### src/hdl/smmas_pkg.sv
// Shared types, widths and helpers for the sample min/max/average statistics block.
// No dependencies; every other file in hdl/ imports this package.
package smmas_pkg;

    localparam int CODE_W    = 12;
    localparam int COUNT_W   = 20;
    localparam int SUM_W     = 32;
    localparam int VREF_W    = 13;
    localparam int MV_W      = 13;
    localparam int PROD_W    = CODE_W + VREF_W;
    localparam int STEP_W    = $clog2(SUM_W);

    localparam logic [CODE_W-1:0]  CODE_FS    = {CODE_W{1'b1}};
    localparam logic [COUNT_W-1:0] COUNT_MAX  = {COUNT_W{1'b1}};
    localparam logic [SUM_W-1:0]   SUM_MAX    = {SUM_W{1'b1}};
    localparam logic [VREF_W-1:0]  VREF_RESET = VREF_W'(3300);

    localparam logic [STEP_W-1:0]  DIV_LAST   = STEP_W'(SUM_W - 1);
    localparam logic [STEP_W-1:0]  CONV_LAST  = STEP_W'(3);

    localparam logic OP_ADD    = 1'b0;
    localparam logic OP_REPORT = 1'b1;

    localparam logic [1:0] SEL_MIN = 2'd0;
    localparam logic [1:0] SEL_MAX = 2'd1;
    localparam logic [1:0] SEL_AVG = 2'd2;

    typedef struct packed {
        logic              operation;
        logic [CODE_W-1:0] sample;
    } in_beat_t;

    typedef struct packed {
        logic [MV_W-1:0]    min_mv;
        logic [MV_W-1:0]    max_mv;
        logic [MV_W-1:0]    peak_to_peak_mv;
        logic [MV_W-1:0]    average_mv;
        logic [COUNT_W-1:0] sample_count;
        logic               overflowed;
    } out_beat_t;

    typedef struct packed {
        logic       add_sample;
        logic       snap;
        logic       clear;
        logic       div_step;
        logic       mul_en;
        logic [1:0] mul_sel;
        logic       scale_en;
        logic [1:0] scale_sel;
        logic       load_out;
    } cmd_t;

    typedef struct packed {
        logic stats_empty;
        logic out_free;
    } sts_t;

    // Divide a product by full scale (2^CODE_W - 1) with two fold steps and one fix.
    function automatic logic [MV_W-1:0] scale_to_mv(input logic [PROD_W-1:0] prod);
        logic [PROD_W-CODE_W-1:0] q1;
        logic [PROD_W-CODE_W:0]   r1;
        logic [1:0]               q2;
        logic [CODE_W:0]          r2;
        logic                     fix;
        q1  = prod[PROD_W-1:CODE_W];
        r1  = {1'b0, q1} + (PROD_W-CODE_W+1)'(prod[CODE_W-1:0]);
        q2  = r1[CODE_W+1:CODE_W];
        r2  = {1'b0, r1[CODE_W-1:0]} + (CODE_W+1)'(q2);
        fix = (r2 >= {1'b0, CODE_FS});
        return MV_W'(q1) + MV_W'(q2) + MV_W'(fix);
    endfunction

endpackage

### src/hdl/smmas_ctrl.sv
// Sequencer for the statistics block: sample intake, report division, scaling, beat hand-off.
// Depends on smmas_pkg; drives smmas_dp through cmd_t and reads sts_t.
module smmas_ctrl (
    input  logic              aclk,
    input  logic              aresetn,
    input  logic              s_valid,
    output logic              s_ready,
    input  logic              in_op,
    input  smmas_pkg::sts_t   sts,
    output smmas_pkg::cmd_t   cmd
);
    import smmas_pkg::*;

    localparam logic [1:0] ST_IDLE = 2'd0;
    localparam logic [1:0] ST_DIV  = 2'd1;
    localparam logic [1:0] ST_CONV = 2'd2;
    localparam logic [1:0] ST_EMIT = 2'd3;

    logic [1:0]        state_reg, state_next;
    logic [STEP_W-1:0] step_reg, step_next;
    logic              accept;

    assign s_ready = (state_reg == ST_IDLE);
    assign accept  = s_valid && s_ready;

    always_comb begin
        state_next     = state_reg;
        step_next      = step_reg;
        cmd            = '0;
        cmd.mul_sel    = step_reg[1:0];
        cmd.scale_sel  = step_reg[1:0] - 2'd1;
        unique case (state_reg)
            ST_IDLE: begin
                if (accept) begin
                    if (in_op == OP_ADD) begin
                        cmd.add_sample = 1'b1;
                    end else begin
                        cmd.clear = 1'b1;
                        if (!sts.stats_empty) begin
                            cmd.snap   = 1'b1;
                            step_next  = '0;
                            state_next = ST_DIV;
                        end
                    end
                end
            end
            ST_DIV: begin
                cmd.div_step = 1'b1;
                step_next    = step_reg + 1'b1;
                if (step_reg == DIV_LAST) begin
                    step_next  = '0;
                    state_next = ST_CONV;
                end
            end
            ST_CONV: begin
                cmd.mul_en   = (step_reg != CONV_LAST);
                cmd.scale_en = (step_reg != '0);
                step_next    = step_reg + 1'b1;
                if (step_reg == CONV_LAST) begin
                    state_next = ST_EMIT;
                end
            end
            ST_EMIT: begin
                if (sts.out_free) begin
                    cmd.load_out = 1'b1;
                    state_next   = ST_IDLE;
                end
            end
            default: begin
                state_next = ST_IDLE;
            end
        endcase
    end

    always_ff @(posedge aclk) begin
        if (!aresetn) begin
            state_reg <= ST_IDLE;
            step_reg  <= '0;
        end else begin
            state_reg <= state_next;
            step_reg  <= step_next;
        end
    end

endmodule

### src/hdl/smmas_dp.sv
// Datapath for the statistics block: running stats, snapshot, serial divider, scaler, output beat.
// Depends on smmas_pkg; commanded by smmas_ctrl.
module smmas_dp (
    input  logic                     aclk,
    input  logic                     aresetn,
    input  logic                     cfg_valid,
    input  logic [smmas_pkg::VREF_W-1:0] cfg_data,
    input  smmas_pkg::in_beat_t      s_data,
    input  smmas_pkg::cmd_t          cmd,
    output smmas_pkg::sts_t          sts,
    output logic                     m_valid,
    input  logic                     m_ready,
    output smmas_pkg::out_beat_t     m_data
);
    import smmas_pkg::*;

    logic [VREF_W-1:0]  vref_reg;
    logic [CODE_W-1:0]  min_reg, max_reg;
    logic [SUM_W-1:0]   sum_reg;
    logic [COUNT_W-1:0] count_reg;
    logic               drop_reg;

    logic [CODE_W-1:0]  snap_min_reg, snap_max_reg;
    logic [COUNT_W-1:0] snap_cnt_reg;
    logic               snap_drop_reg;

    logic [SUM_W-1:0]   quo_reg, quo_next;
    logic [COUNT_W-1:0] rem_reg, rem_next;
    logic [COUNT_W:0]   rem_sh;

    logic [PROD_W-1:0]  prod_reg;
    logic [CODE_W-1:0]  mul_code;
    logic [MV_W-1:0]    min_mv_reg, max_mv_reg, avg_mv_reg, scaled;

    logic               m_valid_reg;
    out_beat_t          m_data_reg;
    logic [SUM_W:0]     sum_ext;

    assign sum_ext = {1'b0, sum_reg} + (SUM_W+1)'(s_data.sample);

    assign sts.stats_empty = (count_reg == '0);
    assign sts.out_free    = !m_valid_reg || m_ready;

    assign m_valid = m_valid_reg;
    assign m_data  = m_data_reg;

    always_comb begin
        rem_sh = {rem_reg, quo_reg[SUM_W-1]};
        if (rem_sh >= {1'b0, snap_cnt_reg}) begin
            rem_next = COUNT_W'(rem_sh - {1'b0, snap_cnt_reg});
            quo_next = {quo_reg[SUM_W-2:0], 1'b1};
        end else begin
            rem_next = rem_sh[COUNT_W-1:0];
            quo_next = {quo_reg[SUM_W-2:0], 1'b0};
        end
    end

    always_comb begin
        unique case (cmd.mul_sel)
            SEL_MIN: mul_code = snap_min_reg;
            SEL_MAX: mul_code = snap_max_reg;
            default: mul_code = quo_reg[CODE_W-1:0];
        endcase
    end

    assign scaled = scale_to_mv(prod_reg);

    always_ff @(posedge aclk) begin
        if (!aresetn) begin
            vref_reg  <= VREF_RESET;
            min_reg   <= CODE_FS;
            max_reg   <= '0;
            sum_reg   <= '0;
            count_reg <= '0;
            drop_reg  <= 1'b0;
        end else begin
            if (cfg_valid) begin
                vref_reg <= cfg_data;
            end
            if (cmd.clear) begin
                min_reg   <= CODE_FS;
                max_reg   <= '0;
                sum_reg   <= '0;
                count_reg <= '0;
                drop_reg  <= 1'b0;
            end else if (cmd.add_sample) begin
                if (count_reg == COUNT_MAX) begin
                    drop_reg <= 1'b1;
                end else begin
                    if (s_data.sample < min_reg) begin
                        min_reg <= s_data.sample;
                    end
                    if (s_data.sample > max_reg) begin
                        max_reg <= s_data.sample;
                    end
                    sum_reg   <= sum_ext[SUM_W] ? SUM_MAX : sum_ext[SUM_W-1:0];
                    count_reg <= count_reg + 1'b1;
                end
            end
        end
    end

    always_ff @(posedge aclk) begin
        if (cmd.snap) begin
            snap_min_reg  <= min_reg;
            snap_max_reg  <= max_reg;
            snap_cnt_reg  <= count_reg;
            snap_drop_reg <= drop_reg;
            quo_reg       <= sum_reg;
            rem_reg       <= '0;
        end else if (cmd.div_step) begin
            quo_reg <= quo_next;
            rem_reg <= rem_next;
        end
        if (cmd.mul_en) begin
            prod_reg <= PROD_W'(mul_code) * PROD_W'(vref_reg);
        end
        if (cmd.scale_en) begin
            unique case (cmd.scale_sel)
                SEL_MIN: min_mv_reg <= scaled;
                SEL_MAX: max_mv_reg <= scaled;
                default: avg_mv_reg <= scaled;
            endcase
        end
        if (cmd.load_out) begin
            m_data_reg.min_mv          <= min_mv_reg;
            m_data_reg.max_mv          <= max_mv_reg;
            m_data_reg.peak_to_peak_mv <= (max_mv_reg >= min_mv_reg) ?
                                          (max_mv_reg - min_mv_reg) : '0;
            m_data_reg.average_mv      <= avg_mv_reg;
            m_data_reg.sample_count    <= snap_cnt_reg;
            m_data_reg.overflowed      <= snap_drop_reg;
        end
    end

    always_ff @(posedge aclk) begin
        if (!aresetn) begin
            m_valid_reg <= 1'b0;
        end else if (cmd.load_out) begin
            m_valid_reg <= 1'b1;
        end else if (m_ready) begin
            m_valid_reg <= 1'b0;
        end
    end

endmodule

### src/hdl/sample_min_max_avg_stats_top.sv
// Top level of the sample min/max/average statistics block.
// Depends on smmas_pkg, smmas_ctrl and smmas_dp.
//
//   channel | ports                      | beat
//   --------+----------------------------+-------------------------------------
//   input   | s_valid s_ready s_data     | operation, sample
//   result  | m_valid m_ready m_data     | min/max/p-p/average mV, count, flag
//   config  | cfg_valid cfg_ready cfg_data | vref_mv (13 bits)
//
// Sample beats are taken one per cycle while no report is in progress;
// the stats update in that cycle. A report beat snapshots the stats, then
// runs the bit-serial sum/count divider and the shared multiplier and scaler
// before its result beat is loaded. A report with no samples only clears.
// Samples keep flowing while a result beat waits on m_ready; the next report
// holds in its last step until the output register frees.
// aresetn is synchronous, active low; vref resets to 3300 mV.
module sample_min_max_avg_stats_top (
    input  logic                     aclk,
    input  logic                     aresetn,
    input  logic                     cfg_valid,
    output logic                     cfg_ready,
    input  logic [smmas_pkg::VREF_W-1:0] cfg_data,
    input  logic                     s_valid,
    output logic                     s_ready,
    input  smmas_pkg::in_beat_t      s_data,
    output logic                     m_valid,
    input  logic                     m_ready,
    output smmas_pkg::out_beat_t     m_data
);
    import smmas_pkg::*;

    cmd_t cmd;
    sts_t sts;

    assign cfg_ready = 1'b1;

    smmas_ctrl u_ctrl (
        .aclk    (aclk),
        .aresetn (aresetn),
        .s_valid (s_valid),
        .s_ready (s_ready),
        .in_op   (s_data.operation),
        .sts     (sts),
        .cmd     (cmd)
    );

    smmas_dp u_dp (
        .aclk      (aclk),
        .aresetn   (aresetn),
        .cfg_valid (cfg_valid),
        .cfg_data  (cfg_data),
        .s_data    (s_data),
        .cmd       (cmd),
        .sts       (sts),
        .m_valid   (m_valid),
        .m_ready   (m_ready),
        .m_data    (m_data)
    );

endmodule

### config.mk
export PLATFORM = sky130hd
export DESIGN_NAME = sample_min_max_avg_stats_top
export DESIGN_NICKNAME = d
export VERILOG_FILES = /design/src/hdl/smmas_pkg.sv /design/src/hdl/smmas_ctrl.sv /design/src/hdl/smmas_dp.sv /design/src/hdl/sample_min_max_avg_stats_top.sv
export SDC_FILE = /design/constraint.sdc
export NUM_CORES = 1
export LEC_CHECK = 0
export ABC_CLOCK_PERIOD_IN_PS = 6300
export BUFFER_PORTS_ARGS = -buffer_cell sky130_fd_sc_hd__buf_2
export CORE_ASPECT_RATIO = 0.9
export CORE_MARGIN = 2
export CORE_UTILIZATION = 30
export DETAILED_ROUTE_END_ITERATION = 10
export GPL_ROUTABILITY_DRIVEN = 0
export GPL_TIMING_DRIVEN = 0
export PLACE_DENSITY = 0.56
export SLEW_MARGIN = 20
export SYNTH_ARGS = -nofsm -noshare
export SYNTH_HDL_FRONTEND = slang
export SYNTH_SLANG_ARGS = --single-unit
### constraint.sdc
create_clock -name aclk -period 6.3 [get_ports aclk]
set_input_delay 0.315 -clock aclk [delete_from_list [all_inputs] [get_ports aclk]]
set_output_delay 0.315 -clock aclk [all_outputs]
set_load 0.02 [all_outputs]
Word level (Yosys, flattened, before mapping)
Cells that the tools add are included.
Storage, ports and cells
  bits in registers: 332
  input bits: 31
  word-level logic and storage cells: 111
Cells by class
  $add $sub $neg: 10
  multipliers: 1
  order comparisons: 5
  equal/unequal tests: 15
  multiplexer cells: 30
  bitwise operators: 3
  reduce and logical (&&, ||, !) cells: 22
Operator list (number)
  $mux 32: 3
  $add 32x12->33: 1
  $mul 12x13->25: 1
  $pmux 12 s2: 1
  $ge 21x20->1: 1
  $add 20x1->20 const B: 1
  $eq 20x20->1 const B: 1
  $logic_not 20->1: 1
  $mux 20: 1
  $mux 5: 4
  $sub 20x20->20: 1
  $pmux 5 s3: 1
  $add 13x12->14: 1
  $mux 2: 7
  $add 12x2->13: 1
  $add 13x1->13: 1
  $add 13x2->13: 1
  $ge 13x12->1 const B: 1
  $ge 13x13->1: 1
  $sub 13x13->13: 1
  $gt 12x12->1: 1
  $lt 12x12->1: 1
  $mux 1: 10
  $reduce_and 2->1: 5
  23 further kinds: 38

Logic depth before layout (Yosys ltp)
Gate-level depths: netlist (run 1).
  depth in word-level cells: 6
  depth in mapped cells: 27
  mapped depth without buffers: 26

Hierarchy
Synthesis (run 1) repeated with hierarchy kept, for this count alone.
Unflattened totals
  cells, all modules: 1981
  area total of the unflattened synthesis: 20978.9 µm²
By module, submodules not included
  smmas_dp: times used 1, cells each 1918, area each 20424.6 µm², sequential area each 8648.3 µm²
  smmas_ctrl: times used 1, cells each 61, area each 543.0 µm², sequential area each 140.1 µm²
  sample_min_max_avg_stats_top: times used 1, cells each 2, area each 11.3 µm², sequential area each 0.0 µm²

Worst setup path before layout (run 1)
Ideal clock, no wire load.
  kind: reg-to-reg
  from: register u_ctrl.step_reg[0]
  to: register u_dp.prod_reg[24] (data pin)
  setup time: 0.260 ns
  data arrival time: 5.950 ns
  path slack: 0.090 ns
  cell stages (with the launch flop): 26
  buffers on the path: 2
  clock period less this slack: 6.210 ns
  path through: dfxtp_1 -> inv_1 -> ha_1 -> nor2_1 -> clkbuf_1 -> nand2_1 -> nand2_1 -> clkbuf_1 -> nand2_1 -> fa_1 -> inv_1 -> fa_1 -> fa_1 -> fa_1 -> inv_1 -> fa_1 -> inv_1 -> ha_1 -> a21oi_1 -> nor2b_1 -> o21ai_0 -> nand2b_1 -> a221o_1 -> a211oi_2 -> a21oi_1 -> xnor2_1
Between the ends
  word-level cells in the longest chain between the ends: 3
Ends and longest elaborated chain
  start: declaration: RTL line smmas_ctrl.sv:20  | logic [STEP_W-1:0] step_reg, step_next;
  start signal: assignment: RTL line smmas_ctrl.sv:81  | step_reg <= step_next;
  $eq 2x1->1 / $logic_not 2->1 (equally long branches): RTL line smmas_dp.sv:59  | unique case (cmd.mul_sel)
  $pmux 12 s2 (*): RTL line smmas_dp.sv:59
  $mul 12x13->25 (*): RTL line smmas_dp.sv:116  | prod_reg <= PROD_W'(mul_code) * PROD_W'(vref_reg);
  end signal: assignment: RTL line smmas_dp.sv:116
  end: declaration: RTL line smmas_dp.sv:31  | logic [PROD_W-1:0] prod_reg;
Mark *: on every way between the ends. The rest lies on a longest branch, timed or not.
A chain may end at the register's enable or synchronous reset.

Final worst setup path (run 1)
Ends and elaborated chain as after synthesis.

==> impl_results.md, run 1 <==
- Final cell count without fillers: between 3000 and 4000
- Site Rows: 92
- Total Nets Final: 2566
- Antenna violations before repair: 0
- TNS Setup: 0 ns
- Largest net degree at the start of global routing: 55
- Drt total wl: ~52000 µm
- Post-route ant nets: 0
- Number of global-route vias before repair: approximately 15000
- Synthesized area: between 20000 and 25000 µm²
- Average cell area after synthesis: 10.0 µm²
- H-tree Lvls: 2
- Clock transition at path regs: roughly 0.06 ns
- Min Hold Slack: 0.0302 ns
- DP Cell Count: 3144
- Status: complete, no violations
- CTS tree: yes
- Max VDD drop: 0.694 mV
- Yosys warns: 0
- Switching power: between 5 and 6 mW
- P_int: between 7 and 8 mW
- Die Ht: 255 µm
- Clock power frac: 0.158
- CP Launch Type: register
- Io pins: 107
- Arr. time, crit path: 6.35 ns
- Most frequent cells in the layout: nand2_1 (280), inv_1 (254), edfxtp_1 (214), ha_1 (153), nor2_1 (136)
- Drt first pass iters: 5
- Flops & latches, synth: ~330
- Layout cells sized above 1: 0.114
- Total congestion overflow: 0
- DRC Markers: 0
- Fin util: 0.351
- Final period util: 0.963
- Ant. Diodes: 0
- Net switching fraction of the power: 0.420
- Final Max Tran Viols: 0
- CORE AREA: 69800 µm²
- Ys async rst share: 0
- Via density: between 4 and 5
- Worst setup margin: 0.232 ns
- Max reg flops: 73
- Area growth syn-to-layout: 16.5%
- Pre-CTS WS: -0.930 ns
- Die Wd: 283 µm
- Sink Count: 332
- Tmin final: 6.07 ns
- First-pass GRT wire length: between 80000 and 90000 µm
- Count of buffers from port buffering: 104
- Critical path required time: 6.58 ns
- Tightest Hold Check Type: in -> reg
- Ys flop type: edfxtp_1
- Pwr/cell area: 552 nW/µm²
- Max-cap check violation count: 0
- Total number of vias: 15335
- Commonest non-fill, non-tap cell in the layout: nand2_1
- CTS Root Cell: clkbuf_16
- Starting DRT DRC Count: 1049
- Total CTS buffers: 38
- Synthesized instance count: 2096
- Layout Skew: 0.0216 ns
- Slew @ Worst Pin: 0.876 ns
- Sequential power share: 0.229
- Max frequency: about 0.16 GHz
- Synthesized Nets: 2402
- CP endpoint kind: register
- Final hold viol count: 0
- Die ar.: roughly 72000 µm²
- Starting density of the core: 0.302
- Setup violators final: 0
- Hpwl dp: just over 40000 µm
- Post-synth EDFFs: 214
- Routed len/inst: 16.2 µm
- P_leak: 10.4 nW
- Sequential share of the synthesized area: 0.418
- Clk Latency, worst-skew pair: 0.55 ns
- Crit path kind: reg -> reg
- Max-Slew Margin vs Limit: 0.416
- Crit path max fanout: 10
- Library cells used by synthesis: 86
- All-Layer GR Usage: 0.144
- CTS Buffer Depth: 3
- Comb power frac: 0.613
==> critical path: stages, from the launching register on <==
cell and delay (ns):
dfxtp_4 0.39, inv_2 0.06, ha_4 0.20, buf_8 0.16, a22oi_2 0.21, nand2_4 0.11
buf_4 0.15, and2_1 0.17, fa_1 0.45, ha_1 0.24, fa_1 0.53, inv_1 0.05
fa_1 0.48, fa_1 0.56, inv_1 0.05, ha_1 0.33, o21a_1 0.18, o31a_1 0.15
nor4b_4 0.38, o31ai_4 0.12, a221o_1 0.34, a211oi_2 0.24, a21oi_1 0.12, xnor2_1 0.14
==> cells in the mapped netlist, types with 13 or more instances <==
library cell	n	share of area
mux2i_1	50	0.024
inv_1	256	0.046
nor2_1	138	0.025
and2_1	70	0.021
nor2b_1	27	0.0080
o21ai_0	70	0.017
fa_1	117	0.11
xnor2_1	53	0.022
edfxtp_1	214	0.31
o21a_1	18	0.0064
nand4_1	24	0.0071
nor3_1	24	0.0057
ha_1	158	0.094
a21oi_1	97	0.023
a211oi_1	20	0.0071
nand3_1	34	0.0081
and3_1	15	0.0045
clkbuf_1	55	0.0098
a31oi_1	13	0.0039
a21o_1	31	0.011
xor2_1	37	0.015
dfxtp_1	118	0.11
nand2_1	295	0.053
==> final timing paths <==
path,startpoint,endpoint,slack [ns],cells past startpoint
setup / recovery,u_ctrl.step_reg[0],u_dp.prod_reg[24],0.23,23
hold reg to reg,u_dp.snap_drop_reg,u_dp.m_data[0],0.42,0
hold / removal,cfg_data[1],u_dp.vref_reg[1],0.03,3
setup reg to reg,u_ctrl.step_reg[0],u_dp.prod_reg[24],0.23,23
==> final cells by class <==
| cell class | instances | area (µm²) |
|---|---|---|
| fillers | 7058 | 45200 |
| multi-input cells | 1440 | 11200 |
| flip-flops and latches | 332 | 8800 |
| well taps | 940 | 1180 |
| clock buffers | 50 | 1030 |
| inverters | 258 | 971 |
| repair buffers | 128 | 796 |
| plain buffers | 62 | 367 |
| clock inverters | 19 | 163 |
==> power by group through the flow <==
stage          Sequential (mW)  Combinational (mW)  Clock [mW]
2_1_floorplan             3.08                6.04           0
4_1_cts                   3.09                8.09        2.20
5_1_grt                   3.12                9.44        2.28
3_3_place_gp              3.14                7.56           0
6_report                  3.10                8.30        2.14
3_5_place_dp              3.14                7.70           0
==> cell families (layout without fill, tap and decap cells) <==
kind of cell	after synthesis	after routing	synth area share
muxes	50	50	0.0238
buffers and inverters	324	517	0.0592
xor gates and xnor gates	90	90	0.0375
DFF	332	332	0.418
AOI/OAI and AO/OA	336	336	0.103
other	1	1	0.000178
adders and majority gates	275	275	0.205
and+or+nand+nor	688	688	0.153
==> metal layers <==
metal / vias to the layer above / wire length [µm] / global-route usage
met5: - / 0 / 0
met4: 0 / 1180 / 0.0375
met3: 73 / 3120 / 0.0280
met2: 445 / 22400 / 0.226
met1: 7381 / 25600 / 0.203
li1: 7436 / - / -
==> through the flow <==
step	power [mW]	area, µm²
4_1_cts	13.4	24300
5_1_grt	14.8	24500
6_report	13.5	24500
2_1_floorplan	9.13	21000
3_3_place_gp	10.7	22700
3_5_place_dp	10.8	22900
==> what timing repair did <==
item | 4_1_cts | 5_1_grt
hold buffers | 6 | 0
buffers inserted | 6 | 6
pin swaps | 8 | 17
endpoints found under the hold margin | 6 | 0
gates cloned | 1 | 1
setup endpoints to repair | 14 | 7
resized for setup | 52 | 32
Note: power is estimated with default switching activity, not from simulation.
==> run 2: changes to the inputs <==
REMOVE_ABC_BUFFERS = 1   (was not set)
==> impl_results.md, run 2 (synthesis gave the netlist of run 1 again) <==
- Status: complete, no violations
- Ant. Diodes: 0
- Largest net degree at the start of global routing: slightly below 90
- Site Rows: 92
- Starting density of the core: 0.302
- Sink Count: 332
- Pwr/cell area: 550 nW/µm²
- Setup violators final: 0
- Count of buffers from port buffering: 105
- Number of global-route vias before repair: 14992
- Post-route ant nets: 0
- Worst R2R Path Depth: 24
- Drt total wl: ~50000 µm
- Most frequent cells in the layout: nand2_1 (278), inv_1 (255), edfxtp_1 (214), ha_1 (152), nor2_1 (136)
- Crit path max fanout: 6
- CTS Root Cell: clkbuf_16
- CP endpoint kind: register
- Drt first pass iters: 5
- H-tree Lvls: 2
- Total CTS buffers: 39
- Die ar.: 72300 µm²
- Layout cells sized above 1: 0.126
- Max reg flops: 73
- Clk Latency, worst-skew pair: roughly 0.56 ns
- Total number of vias: ~15000
- Tmin final: 6.07 ns
- First-pass GRT wire length: around 80000 µm
- RSZ-0062 raised after global routing: yes
- Routed len/inst: between 15 and 20 µm
- Starting DRT DRC Count: 975
- Worst setup margin: between 0.2 and 0.25 ns
- Clock transition at path regs: 0.06 ns
- Critical path required time: 6.60 ns
- Antenna violations before repair: 0
- Total Nets Final: 2537
- Io pins: 107
- Tightest Hold Check Type: in -> reg
- P_leak: 10.5 nW
- Final hold viol count: 0
- CTS Buffer Depth: 3
- Die Ht: 255 µm
- Final Max Tran Viols: 0
- DP Cell Count: about 3100
- All-Layer GR Usage: 0.134
- Fin util: 0.354
- Max-Slew Margin vs Limit: 0.322
- CP Launch Type: register
- CORE AREA: 69800 µm²
- Total congestion overflow: 0
- Layout Skew: 0.0176 ns
- Hold Crit Depth: 3
- Area growth syn-to-layout: 17.3%
- Crit path kind: reg -> reg
- Commonest non-fill, non-tap cell in the layout: nand2_1
- Max frequency: 0.165 GHz
- DRC Markers: 0
- Max VDD drop: 0.799 mV
- Via density: 4.71
- Hpwl dp: 35700 µm
- CTS tree: yes
- Arr. time, crit path: approximately 6.4 ns
- Final cell count without fillers: 3202
- Max-cap check violation count: 0
- Total power: between 10 and 15 mW
- Pre-CTS WS: -1.10 ns
- Final period util: 0.963
- Slew @ Worst Pin: around 1.0 ns
- Die Wd: 283 µm
[run 2: cell types whose count changed in the layout (fill, tap and decap cells not counted), sizes merged]
cell	delta
clkinv	-5
buf	+8
nor2	+1
clkbuf	-38
dlygate4sd3	+4
nand2	+3
[run 2: cell type report]
| class | count | area (µm²) |
|---|---|---|
| clock inverters | 14 | 148 |
| flip-flops and latches | 332 | 8790 |
| inverters | 258 | 973 |
| well taps | 940 | 1180 |
| fillers | 6969 | 45100 |
| clock buffers | 58 | 1180 |
| multi-input cells | 1444 | 11300 |
| repair buffers | 156 | 1070 |
[run 2: metal layers]
metal  global-route usage  vias to the layer above  wire length [µm]
met5                    0                        -                 0
met4               0.0351                        0              1280
met3               0.0247                       81              2250
met2                0.217                      298             22300
met1                0.183                     7318             23800
li1                     -                     7370                 -
[run 2: critical path: stages (launching register included)]
cell	delay, ns
dfxtp_4	0.39
inv_1	0.09
ha_4	0.22
buf_4	0.20
a22oi_2	0.21
nand2_2	0.10
and2_1	0.18
fa_1	0.54
inv_1	0.06
fa_1	0.54
inv_1	0.05
fa_1	0.48
fa_1	0.55
inv_1	0.07
fa_1	0.53
inv_1	0.06
ha_4	0.26
a21oi_1	0.15
nor2b_1	0.06
o21ai_1	0.11
nand2b_1	0.09
a221o_1	0.36
a211oi_2	0.26
a21oi_2	0.09
xnor2_1	0.14
[run 2: where the power goes]
group,internal (mW),total [mW],switching (mW)
Combinational,3.59,8.15,4.56
Clock,1.39,2.31,0.919
Sequential,2.94,3.11,0.165
[run 2: final timing paths]
| kind | startpoint | end | slack [ns] |
|---|---|---|---|
| setup / recovery | u_ctrl.step_reg[0] | u_dp.prod_reg[24] | 0.23 |
| hold / removal | cfg_data[4] | u_dp.vref_reg[4] | 0.03 |
| setup reg to reg | u_ctrl.step_reg[0] | u_dp.prod_reg[24] | 0.23 |
| hold reg to reg | u_dp.avg_mv_reg[3] | u_dp.m_data[24] | 0.41 |
[run 2: through the flow]
stage | TNS, ns | hold slack, ns | instance area, µm²
after floorplan | 0 | 0.377 | 20800
after global placement | -9.60 | 0.401 | 22500
after detailed placement | -10.87 | 0.405 | 22700
after CTS | 0 | 0.00483 | 24300
after global routing | -0.0167 | 0.0395 | 24700
final | 0 | 0.0316 | 24700
[run 2: repair_timing]
action | 4_1_cts | 5_1_grt
hold buffers | 10 | 0
cloned | 1 | 3
pin swaps | 9 | 15
resized for setup | 24 | 34
buffers inserted | 14 | 18
hold endpoints to repair | 10 | 0
setup endpoints to repair | 16 | 15
